**src/rtl/core/clcd_pkg.sv**
```systemverilog
// Shared types and constants of the character LCD controller.
package clcd_pkg;

  localparam int unsigned DdramDepth = 128;
  localparam int unsigned CgramDepth = 64;
  localparam int unsigned DdAddrW    = $clog2(DdramDepth);
  localparam int unsigned CgAddrW    = $clog2(CgramDepth);
  localparam int unsigned CfgDataW   = 24;
  localparam int unsigned CfgIndexW  = 1;

  localparam logic [15:0] ShortBusyReset = 16'd37;
  localparam logic [23:0] ClearBusyReset = 24'd2000;
  localparam logic [7:0]  SpaceChar      = 8'h20;

  localparam logic [CfgIndexW-1:0] CfgShortBusy = 1'b0;
  localparam logic [CfgIndexW-1:0] CfgClearBusy = 1'b1;

  localparam logic [7:0] InstrNop   = 8'h00;
  localparam logic [7:0] InstrClear = 8'h01;

  typedef enum logic {
    StIdle,
    StExec
  } state_e;

  typedef struct packed {
    logic       enable;
    logic       register_select;
    logic       read_not_write;
    logic [7:0] write_data;
  } in_word_t;

  typedef struct packed {
    logic [7:0] read_data;
    logic       busy_flag;
    logic [6:0] display_offset;
    logic [2:0] display_control;
    logic       four_bit_mode;
  } out_word_t;

endpackage

```
**src/rtl/core/clcd_ram.sv**
```systemverilog
// Generic single-port synchronous RAM with a registered read.
module clcd_ram #(
  parameter int unsigned Width = 8,
  parameter int unsigned Depth = 128
) (
  input  logic                     clk_i,
  input  logic                     we_i,
  input  logic [$clog2(Depth)-1:0] addr_i,
  input  logic [Width-1:0]         wdata_i,
  output logic [Width-1:0]         rdata_o
);

  logic [Width-1:0] mem_q [Depth];
  logic [Width-1:0] rdata_q;

  always_ff @(posedge clk_i) begin
    if (we_i) begin
      mem_q[addr_i] <= wdata_i;
    end
    rdata_q <= mem_q[addr_i];
  end

  assign rdata_o = rdata_q;

endmodule

```
**src/rtl/core/character_lcd_controller.sv**
```systemverilog
// Top level of the character LCD controller: bus tick sequencer, state and RAMs.
//
//   Channel   Handshake          Payload
//   input     start, busy        in_word_i  (clcd_pkg::in_word_t)
//   result    done_o             out_word_o (clcd_pkg::out_word_t)
//   config    cfg_we_i           cfg_index_i, cfg_data_i
//
// For each bus tick word the RAMs are read at the accepting edge, and the execute state
// that follows modifies the state and writes the RAM back.
// The result word is shown on out_word_o with done_o high for one cycle, registered from
// the execute state; a new word may be accepted in that same cycle.
// After reset the RAMs read as zero at once through per-entry valid bits, so no
// clearing pass is needed; clear display drops the DDRAM valid bits likewise.
// The receiver cannot stall, so the result register never waits.
module character_lcd_controller (
  input  logic                                clk_i,
  input  logic                                rst_ni,
  input  logic                                start,
  output logic                                busy,
  input  clcd_pkg::in_word_t                  in_word_i,
  output logic                                done_o,
  output clcd_pkg::out_word_t                 out_word_o,
  input  logic                                cfg_we_i,
  input  logic [clcd_pkg::CfgIndexW-1:0]      cfg_index_i,
  input  logic [clcd_pkg::CfgDataW-1:0]       cfg_data_i
);

  import clcd_pkg::*;

  function automatic logic [6:0] step7(input logic [6:0] v, input logic up);
    step7 = up ? v + 7'd1 : v - 7'd1;
  endfunction

  state_e state_q, state_d;

  in_word_t  item_q;
  out_word_t out_q, out_d;
  logic      done_q, done_d;

  logic [15:0] short_q;
  logic [23:0] clear_q;

  logic [6:0]  ac_q, ac_d;
  logic [6:0]  off_q, off_d;
  logic        dir_q, dir_d;
  logic        shift_q, shift_d;
  logic [2:0]  ocb_q, ocb_d;
  logic        nib_q, nib_d;
  logic        phase_q, phase_d;
  logic        cgsel_q, cgsel_d;
  logic [23:0] busy_cnt_q, busy_cnt_d;
  logic [7:0]  latch_q, latch_d;
  logic        prev_en_q, prev_en_d;
  logic        fill_space_q, fill_space_d;
  logic [DdramDepth-1:0] dd_valid_q, dd_valid_d;
  logic [CgramDepth-1:0] cg_valid_q, cg_valid_d;

  logic [23:0] busy_dec;
  logic        still_busy;
  logic        rd_edge;
  logic        wr_edge;
  logic        execute;
  logic        do_finish;
  logic [7:0]  dd_rdata;
  logic [7:0]  cg_rdata;
  logic [7:0]  ram_value;
  logic [7:0]  drive;
  logic [7:0]  instr;
  logic        dd_we;
  logic        cg_we;

  clcd_ram #(
    .Width (8),
    .Depth (DdramDepth)
  ) u_ddram (
    .clk_i   (clk_i),
    .we_i    (dd_we),
    .addr_i  (ac_q),
    .wdata_i (latch_d),
    .rdata_o (dd_rdata)
  );

  clcd_ram #(
    .Width (8),
    .Depth (CgramDepth)
  ) u_cgram (
    .clk_i   (clk_i),
    .we_i    (cg_we),
    .addr_i  (ac_q[CgAddrW-1:0]),
    .wdata_i (latch_d),
    .rdata_o (cg_rdata)
  );

  always_ff @(posedge clk_i or negedge rst_ni) begin
    if (!rst_ni) begin
      short_q <= ShortBusyReset;
      clear_q <= ClearBusyReset;
    end else if (cfg_we_i) begin
      case (cfg_index_i)
        CfgShortBusy: short_q <= cfg_data_i[15:0];
        CfgClearBusy: clear_q <= cfg_data_i;
        default: ;
      endcase
    end
  end

  always_ff @(posedge clk_i or negedge rst_ni) begin
    if (!rst_ni) begin
      state_q <= StIdle;
    end else begin
      state_q <= state_d;
    end
  end

  always_comb begin
    state_d = state_q;
    busy    = 1'b0;
    case (state_q)
      StIdle: begin
        if (start) begin
          state_d = StExec;
        end
      end
      StExec: begin
        busy    = 1'b1;
        state_d = StIdle;
      end
      default: state_d = StIdle;
    endcase
  end

  always_ff @(posedge clk_i) begin
    if (start && !busy) begin
      item_q <= in_word_i;
    end
    out_q <= out_d;
  end

  always_ff @(posedge clk_i or negedge rst_ni) begin
    if (!rst_ni) begin
      done_q       <= 1'b0;
      ac_q         <= '0;
      off_q        <= '0;
      dir_q        <= 1'b1;
      shift_q      <= 1'b0;
      ocb_q        <= 3'd7;
      nib_q        <= 1'b0;
      phase_q      <= 1'b0;
      cgsel_q      <= 1'b0;
      busy_cnt_q   <= '0;
      latch_q      <= '0;
      prev_en_q    <= 1'b0;
      fill_space_q <= 1'b0;
      dd_valid_q   <= '0;
      cg_valid_q   <= '0;
    end else begin
      done_q       <= done_d;
      ac_q         <= ac_d;
      off_q        <= off_d;
      dir_q        <= dir_d;
      shift_q      <= shift_d;
      ocb_q        <= ocb_d;
      nib_q        <= nib_d;
      phase_q      <= phase_d;
      cgsel_q      <= cgsel_d;
      busy_cnt_q   <= busy_cnt_d;
      latch_q      <= latch_d;
      prev_en_q    <= prev_en_d;
      fill_space_q <= fill_space_d;
      dd_valid_q   <= dd_valid_d;
      cg_valid_q   <= cg_valid_d;
    end
  end

  assign busy_dec   = (busy_cnt_q != '0) ? busy_cnt_q - 24'd1 : '0;
  assign still_busy = (busy_dec != '0);
  assign rd_edge    = item_q.read_not_write && !prev_en_q && item_q.enable;
  assign wr_edge    = !item_q.read_not_write && prev_en_q && !item_q.enable;
  assign ram_value  = cgsel_q ? (cg_valid_q[ac_q[CgAddrW-1:0]] ? cg_rdata : 8'h00)
                              : (dd_valid_q[ac_q] ? dd_rdata
                                                  : (fill_space_q ? SpaceChar : 8'h00));

  always_comb begin
    ac_d         = ac_q;
    off_d        = off_q;
    dir_d        = dir_q;
    shift_d      = shift_q;
    ocb_d        = ocb_q;
    nib_d        = nib_q;
    phase_d      = phase_q;
    cgsel_d      = cgsel_q;
    busy_cnt_d   = busy_cnt_q;
    latch_d      = latch_q;
    prev_en_d    = prev_en_q;
    fill_space_d = fill_space_q;
    dd_valid_d   = dd_valid_q;
    cg_valid_d   = cg_valid_q;
    drive        = '0;
    execute      = 1'b0;
    do_finish    = 1'b0;
    dd_we        = 1'b0;
    cg_we        = 1'b0;
    instr        = latch_q;
    done_d       = 1'b0;

    if (state_q == StExec) begin
      done_d     = 1'b1;
      busy_cnt_d = busy_dec;
      prev_en_d  = item_q.enable;

      if (rd_edge) begin
        if (item_q.register_select) begin
          if (!still_busy) begin
            latch_d   = ram_value;
            do_finish = !nib_q || phase_q;
          end
        end else begin
          latch_d = {still_busy, ac_q};
        end
        if (!nib_q) begin
          drive = latch_d;
        end else begin
          drive   = phase_q ? {latch_d[3:0], 4'h0} : {latch_d[7:4], 4'h0};
          phase_d = !phase_q;
        end
      end

      if (wr_edge) begin
        if (!nib_q) begin
          latch_d = item_q.write_data;
          execute = 1'b1;
        end else begin
          latch_d = phase_q ? {latch_q[7:4], item_q.write_data[7:4]}
                            : {item_q.write_data[7:4], latch_q[3:0]};
          phase_d = !phase_q;
          execute = phase_q;
        end
        instr = latch_d;
        if (execute && !still_busy) begin
          if (item_q.register_select) begin
            if (cgsel_q) begin
              cg_we                         = 1'b1;
              cg_valid_d[ac_q[CgAddrW-1:0]] = 1'b1;
            end else begin
              dd_we            = 1'b1;
              dd_valid_d[ac_q] = 1'b1;
            end
            do_finish = 1'b1;
          end else if (instr == InstrNop) begin
          end else if (instr == InstrClear) begin
            dd_valid_d   = '0;
            fill_space_d = 1'b1;
            ac_d         = '0;
            off_d        = '0;
            dir_d        = 1'b1;
            busy_cnt_d   = clear_q;
          end else begin
            if (instr[7:1] == 7'b0000001) begin
              ac_d  = '0;
              off_d = '0;
            end else if (instr[7:2] == 6'b000001) begin
              shift_d = instr[0];
              dir_d   = instr[1];
            end else if (instr[7:3] == 5'b00001) begin
              ocb_d = instr[2:0];
            end else if (instr[7:4] == 4'b0001) begin
              if (instr[3]) begin
                ac_d = step7(ac_q, instr[2]);
              end else begin
                off_d = step7(off_q, instr[2]);
              end
            end else if (instr[7:5] == 3'b001) begin
              nib_d   = !instr[4];
              phase_d = 1'b0;
            end else if (instr[7:6] == 2'b01) begin
              ac_d    = {1'b0, instr[5:0]};
              cgsel_d = 1'b1;
            end else begin
              ac_d    = instr[6:0];
              cgsel_d = 1'b0;
            end
            busy_cnt_d = {8'h00, short_q};
          end
        end
      end

      if (do_finish) begin
        if (cgsel_q) begin
          ac_d = step7(ac_q, 1'b1);
        end else begin
          ac_d = step7(ac_q, dir_q);
          if (shift_q) begin
            off_d = step7(off_q, dir_q);
          end
        end
        busy_cnt_d = {8'h00, short_q};
      end
    end

    out_d.read_data       = drive;
    out_d.busy_flag       = (busy_cnt_d != '0);
    out_d.display_offset  = off_d;
    out_d.display_control = ocb_d;
    out_d.four_bit_mode   = nib_d;
  end

  assign done_o     = done_q;
  assign out_word_o = out_q;

  assert property (@(posedge clk_i) disable iff (!rst_ni)
    (start && !busy) |-> ##2 done_o)
    else $error("Result word did not follow an accepted bus tick.");

  assert property (@(posedge clk_i) disable iff (!rst_ni)
    done_o |=> !done_o)
    else $error("Result strobe held for more than one cycle.");

  assert property (@(posedge clk_i) disable iff (!rst_ni)
    done_o |-> (out_word_o.busy_flag == (busy_cnt_q != '0)))
    else $error("Busy flag disagrees with the busy countdown.");

endmodule

```
**config.mk**
```make
export PLATFORM = sky130hd
export DESIGN_NAME = character_lcd_controller
export DESIGN_NICKNAME = d
export VERILOG_FILES = /design/src/rtl/core/clcd_pkg.sv /design/src/rtl/core/clcd_ram.sv /design/src/rtl/core/character_lcd_controller.sv
export SDC_FILE = /design/constraint.sdc
export NUM_CORES = 2
export LEC_CHECK = 0
export ABC_AREA = 1
export BUFFER_PORTS_ARGS = -buffer_cell sky130_fd_sc_hd__buf_2
export CAP_MARGIN = 20
export CORE_MARGIN = 2
export CORE_UTILIZATION = 65
export CTS_BUF_LIST = sky130_fd_sc_hd__clkbuf_16
export DETAILED_ROUTE_END_ITERATION = 10
export PLACE_DENSITY = 0.81
export SYNTH_ARGS = -nofsm -noshare
export SYNTH_HDL_FRONTEND = slang
export SYNTH_HIERARCHICAL = 1
export SYNTH_SLANG_ARGS = --single-unit
```
**constraint.sdc**
```tcl
create_clock -name clk_i -period 28 [get_ports clk_i]
set_input_delay 2.8 -clock clk_i [delete_from_list [all_inputs] [get_ports clk_i]]
set_output_delay 2.8 -clock clk_i [all_outputs]
set_load 0.005 [all_outputs]
```
After elaboration in Yosys (flattened, before gate mapping)
Memory sizes are Yosys's and may differ from the RTL's. A register that Yosys moved wholly into a read port is not among the register bits.
Cells that the tools add are included.
{"block": "totals", "register_bits": 321, "ram_bits": 1536, "input_bits": 40, "out_inout_bits": 22, "mem_count": 2}
{"memory": "u_ddram.mem_q", "depth": 128, "width": 8, "read_ports": 1, "rd_ports_with_merged_regs": 1, "wr": 1, "line": "clcd_ram.sv:13", "text": "logic [Width-1:0] mem_q [Depth];"}
{"memory": "u_cgram.mem_q", "depth": 64, "width": 8, "read_ports": 1, "rd_ports_with_merged_regs": 1, "wr": 1, "line": "clcd_ram.sv:13"}
{"block": "classes", "add_sub_neg": 5, "n_lt_le_gt_ge": 4, "eq_ne": 16, "mux": 131, "n_bitwise": 12, "n_reduce_logical": 35}
{"cell": "$mux W128", "n": 4}
{"cell": "$mux W7", "n": 32}
{"cell": "$mux W24", "n": 8}
{"cell": "$or A128 B128 Y128", "n": 1}
{"cell": "$mux W8", "n": 14}
{"cell": "$reduce_bool A24 Y1", "n": 3}
{"cell": "$or A64 B64 Y64", "n": 1}
{"cell": "$mux W1", "n": 58}
{"cell": "$mux W3", "n": 9}
{"cell": "$sub A24 B1 Y24 const B", "n": 1}
{"cell": "$add A7 B1 Y7 const B", "n": 2}
{"cell": "$sub A7 B1 Y7 const B", "n": 2}
{"cell": "$reduce_and A6 Y1", "n": 2}
{"cell": "$reduce_and A11 Y1", "n": 1}
{"cell": "$ne A5 B4 Y1 const B", "n": 2}
{"cell": "$not A1 Y1", "n": 10}
{"cell": "$reduce_and A9 Y1", "n": 1}
{"cell": "$eq A8 B1 Y1 const B", "n": 1}
{"cell": "$logic_and A1 B1 Y1", "n": 8}
{"cell": "$logic_not A1 Y1", "n": 8}
{"cell": "$logic_not A8 Y1", "n": 1}
{"cell": "$lt A7 B8 Y1 const B", "n": 1}
{"cell": "$ne A4 B3 Y1 const B", "n": 2}
{"cell": "$reduce_and A8 Y1", "n": 1}
{"cell": "other kinds (22)", "n": 30}

Longest topological paths before layout
{"block": "depth", "depth_word": 20, "mapped_depth": 22, "ltp_nobuf": 21}

Modules after synthesis
Netlist, hierarchy kept.
{"module": "clcd_ram (u_ddram)", "n_inst": 1, "cells_per_inst": 4402, "area_per_inst_um2": 43975.9, "seq_area_each_um2": 30909.6}
{"module": "clcd_ram (u_cgram)", "n_inst": 1, "cells_per_inst": 2170, "area_per_inst_um2": 21983.6, "seq_area_each_um2": 15534.9}
{"module": "character_lcd_controller", "n_inst": 1, "cells_per_inst": 2221, "area_per_inst_um2": 17118.9, "seq_area_each_um2": 8003.9}

Worst setup path after synthesis
OpenSTA, ideal clock, no wires.
{"block": "synth_timing", "path_type": "reg-to-reg", "startpoint": "register state_q", "endpoint": "memory u_cgram.mem_q[0][0] (data pin)", "setup_time_ns": 1.701, "t_arrival_ns": 8.545, "required_ns": 26.299, "setup_slack_ns": 17.754, "path_stages_with_launch": 5, "path_buffers": 3, "period_less_slack_ns": 10.246, "cell_sequence": "dfrtp_1 > buf_1 > clkbuf_1 > clkbuf_1 > o21ai_0"}
{"block": "synth_between", "elab_chain_len": 1}
{"item": "start, declared", "line": "character_lcd_controller.sv:34", "text": "state_e state_q, state_d;"}
{"item": "start signal, assigned", "line": "character_lcd_controller.sv:109", "text": "state_q <= StIdle;"}
{"item": "start signal, assigned", "line": "character_lcd_controller.sv:111", "text": "state_q <= state_d;"}
{"item": "$mux W8", "line": "character_lcd_controller.sv:206", "text": "if (state_q == StExec) begin"}
{"item": "named net latch_d[0]", "line": "character_lcd_controller.sv:52", "text": "logic [7:0] latch_q, latch_d;"}
{"item": "end, declared", "line": "clcd_ram.sv:13"}
The timed path passes the listed nets, and every way through them passes these cells.

Worst setup path in the final report
{"block": "layout_timing", "startpoint": "register ac_q[0]", "endpoint": "memory u_cgram.mem_q[57][4] (data pin)"}
{"block": "layout_between", "elab_chain_len": 9, "elab_cells_between_ends": 12, "classes_between": "12 x mux"}
{"item": "start, declared", "line": "character_lcd_controller.sv:43", "text": "logic [6:0] ac_q, ac_d;"}
{"item": "start signal, assigned", "line": "character_lcd_controller.sv:142", "text": "ac_q <= '0;"}
{"item": "start signal, assigned", "line": "character_lcd_controller.sv:158", "text": "ac_q <= ac_d;"}
{"item": "$bmux W1 S7 / $bmux W1 S6 (equally long branches)", "line": "character_lcd_controller.sv:180, character_lcd_controller.sv:179"}
{"item": "$mux W1 (on tied branches)", "line": "character_lcd_controller.sv:180, character_lcd_controller.sv:179"}
{"item": "$mux W8 (on tied branches)", "line": "character_lcd_controller.sv:180, character_lcd_controller.sv:179"}
{"item": "$mux W8 (*)", "line": "character_lcd_controller.sv:179", "text": "assign ram_value = cgsel_q ? (cg_valid_q[ac_q[CgAddrW-1:0]] ? cg_rdata : 8'h00)"}
{"item": "$mux W8 (*)", "line": "character_lcd_controller.sv:213", "text": "if (!still_busy) begin"}
{"item": "$mux W8 (*)", "line": "character_lcd_controller.sv:212", "text": "if (item_q.register_select) begin"}
{"item": "$mux W8 (*)", "line": "character_lcd_controller.sv:211", "text": "if (rd_edge) begin"}
{"item": "$mux W8 (*)", "line": "character_lcd_controller.sv:228", "text": "if (wr_edge) begin"}
{"item": "$mux W8 (*)", "line": "character_lcd_controller.sv:206"}
{"item": "named net latch_d[4]", "line": "character_lcd_controller.sv:52"}
Mark *: on every way through the listed nets, which the timed path passes. The rest lies on a longest branch. The select of a mux whose other input is x is not followed.

==> run summary <==
outcome -> finished clean
Tmin final -> 6.873 ns
P_leak -> 38.25 nW
CP Class -> reg2reg
IO Port Bufs -> 61
max incr delay on CP -> 1.11 ns
DIE HEIGHT -> 361.5 um
wire per inst -> 20.40 um
Clk Latency, worst-skew pair -> 0.82 ns
Yosys warnings -> 6
H-tree depth -> 4
die width -> 361.5 um
share of power burned in registers -> 0.521
Final Cycle Share -> 0.2455
CTS Root Cell -> clkbuf_16
final WL -> 214,700 um
Net Count, Synth -> 8,839
Slew Viols, Final -> 0
CP top delay family -> buffers and inverters
area leader, netlist -> edfxtp_1
pre-CTS setup slack -> 21.31 ns
Total Routing Usage GR -> 0.3260
total of max-cap violations -> 0
I/O pin cnt -> 62
number of global-route vias before repair -> 59,553
DR vias -> 61,961
clk slew on worst S/H paths -> 0.06 ns
CTS buffer count -> 183
Area contributors post-synth -> edfxtp_1 (56%), nand2_1 (21%), dfrtp_1 (8.3%)
global route overflow -> 0
Buf/Inv on CP -> 3
CTS tree -> done
Final nets -> 8,756
Required @ worst endpoint -> 28.46 ns
clock tree buffer depth -> 3
post_cts resized -> 0
Gate Count Post-Synth -> 8,793
share of post-route cells with drive strength above 1 -> 0.06081
clock power share -> 0.390
crit path capture type -> flip-flop
post-route ant nets -> 0
RePlAce Congestion -> 0.9291
Cell Rows -> 131
Yosys reg bits -> 1,873
die area -> 130,700 um2
Final Hold Fails -> 0
Worst Skew -> 0.03392 ns
register area share after synthesis -> 0.6554
TritonRoute pass-1 iters -> 9
Avg Vias per Cell -> 5.886
hold_buf cts -> 0
clock sink total -> 1,873
Mean Syn Cell Area -> 9.448 um2
switching power total -> 1.508 mW
Post-CTS Setup Inserts -> 0
Crit Path Max Fanout -> 91
Initial Utilization -> 0.6532
Post-synth EDFFs -> 1,547
RSZ-0062 raised after global routing -> false
initial antenna violation count -> 2
Synth top cells by count -> nand2_1 (4,666), edfxtp_1 (1,547), nor2_1 (527)
slowest CP cell -> nor2_1
Synth top area share -> 0.5592
Switching Share -> 0.2431
Synth cell types -> 59
global-route wire length before repair -> 330,500 um
Max Clk Rate -> 145.5 MHz
Core Region -> 127,200 um2
measured slew at the worst slew-check pin -> 1.322 ns
Logic pwr share -> 0.089
Worst Path Arrival -> 7.33 ns
Post-Syn Area -> 83,080 um2
number of DRC markers in iteration 0 -> 8,554
CP cell instances -> clkinv_1 -> nor2_1 -> nand2_1 -> nand4_1 -> nand2_1 -> nand3_1 -> nand2_1 -> and2_1 -> nand3_1 -> nand3_1 -> nand3_1 -> nand2_1 -> nand3_1 -> nand2_1 -> o21ai_4 -> buf_4 -> buf_4
DP Wirelength -> 125,100 um
P_int -> 4.697 mW
final setup fails -> 0
most frequent cell after synthesis -> nand2_1
Area Growth Syn to Fin -> 8.517%
top_reg_cell synth -> edfxtp_1
Max VDD drop -> 56.96 uV
Remaining DRCs -> 0
crit start category -> flip-flop
Power Dens Cells -> 68.83 nW/um2
Hold Path Class -> reg2reg
final worst slack -> 21.13 ns
Max-slew headroom -> 0.1190
total negative slack -> 0 ns
Async SR Flop Fraction -> 0.1548
largest net degree at the start of global routing -> 213
[routing by layer]
metal,part of all wire,vias to the layer above,global-route usage
met1,0.38,29380,0.4428
met4,0.036,4,0.1207
met2,0.47,3761,0.5248
li1,-,28246,-
met3,0.12,570,0.06708
met5,0.00013,-,0
[registers in the layout, indices dropped and copies added, names as in the netlist, 3 cells and up, named ones only]
name / cells
off_q: 7
u_cgram/mem_q: 512
cg_valid_q: 64
busy_cnt_q: 24
out_word_o: 20
item_q: 11
dd_valid_q: 128
clear_q: 24
short_q: 16
u_cgram/rdata_o: 8
u_ddram/rdata_o: 8
ocb_q: 3
ac_q: 7
latch_q: 8
u_ddram/mem_q: 1024
[area by class of cell]
class	count	area (um2)
timing repair buffer	140	1074
fill	8762	37040
clock buffer	192	4805
sequential	1873	54460
tap	1662	2079
antenna	1	2.502
inverter	454	1734
multi-input combinational	6058	24870
clock inverter	147	1134
[cells by family (layout without fill, tap and decap cells)]
kind of cell,Yosys count,count (layout),synth area share
xor+xnor,20,20,0.002108
buf+inv,862,933,0.04655
other cells,0,1,0
compound gates,533,533,0.03703
flops,1873,1873,0.6554
simple gates,5486,5486,0.2563
fa+ha+maj,6,6,0.0009036
mux,13,13,0.001687
[power by group through the flow]
stage	registers, mW	clock network (mW)	logic (mW)
4_1_cts	3.23	2.44	0.545
6_report	3.23	2.42	0.550
2_1_floorplan	3.36	0	0.320
3_5_place_dp	3.29	0	0.541
3_3_place_gp	3.29	0	0.530
5_1_grt	3.24	2.55	0.604
[layout by cell type, fill, tap and decap left out, types with 8 or more instances in the layout]
cell        instances
clkinv_1           44
clkbuf_16         192
clkinv_2           42
nor3_2             10
o22ai_1            38
inv_1             472
nor2_2             13
a21oi_1           211
nor2_1            525
nand2_1          4662
nor3_1             17
xor2_1             17
dfxtp_1            36
a31o_2             20
buf_12             10
buf_4              67
a221oi_1            9
dfstp_2            13
nand3_1           147
o211ai_1           13
or2_2              15
edfxtp_1         1547
dfrtp_1           273
clkinvlp_4          8
o31ai_1            34
a22oi_1            15
o21ai_1             9
nand4_1            52
buf_2              60
bufinv_16          16
o21ai_0           149
mux2_2              8
nor2_4             11
[stage by stage]
stage	instance area, um2	instances	hold WS (ns)	util	power, mW
6_report	90150	10527	0.4544	0.7088	6.206
5_1_grt	90150	10526	0.4736	0.7088	6.388
4_1_cts	90080	10523	0.4547	0.7082	6.216
3_5_place_dp	84140	10184	0.4408	0.6615	3.831
3_3_place_gp	84140	10184	0.4383	0.6615	3.819
2_1_floorplan	83080	8793	0.4212	-	3.683
[path summary, 6_finish.rpt]
kind / cells past startpoint / startpoint / slack, ns / to
hold / removal: 2 / cg_valid_q[9] / 0.45 / cg_valid_q[9]
min in group asynchronous: 1 / rst_ni / 2.06 / cg_valid_q[20]
setup / recovery: 17 / ac_q[0] / 21.13 / u_cgram/mem_q[57][4]
setup reg to reg: 17 / ac_q[0] / 21.13 / u_cgram/mem_q[57][4]
hold reg to reg: 2 / cg_valid_q[9] / 0.45 / cg_valid_q[9]
max in group asynchronous: 2 / rst_ni / 24.22 / ac_q[2]
[tightest hold or removal path, delay by kind of cell (launching register included)]
family	cells	cell delay (ns)
buf+inv	1	0.04
compound gates	1	0.06
flops	1	0.32
Power figures use the tool's default switching activity.
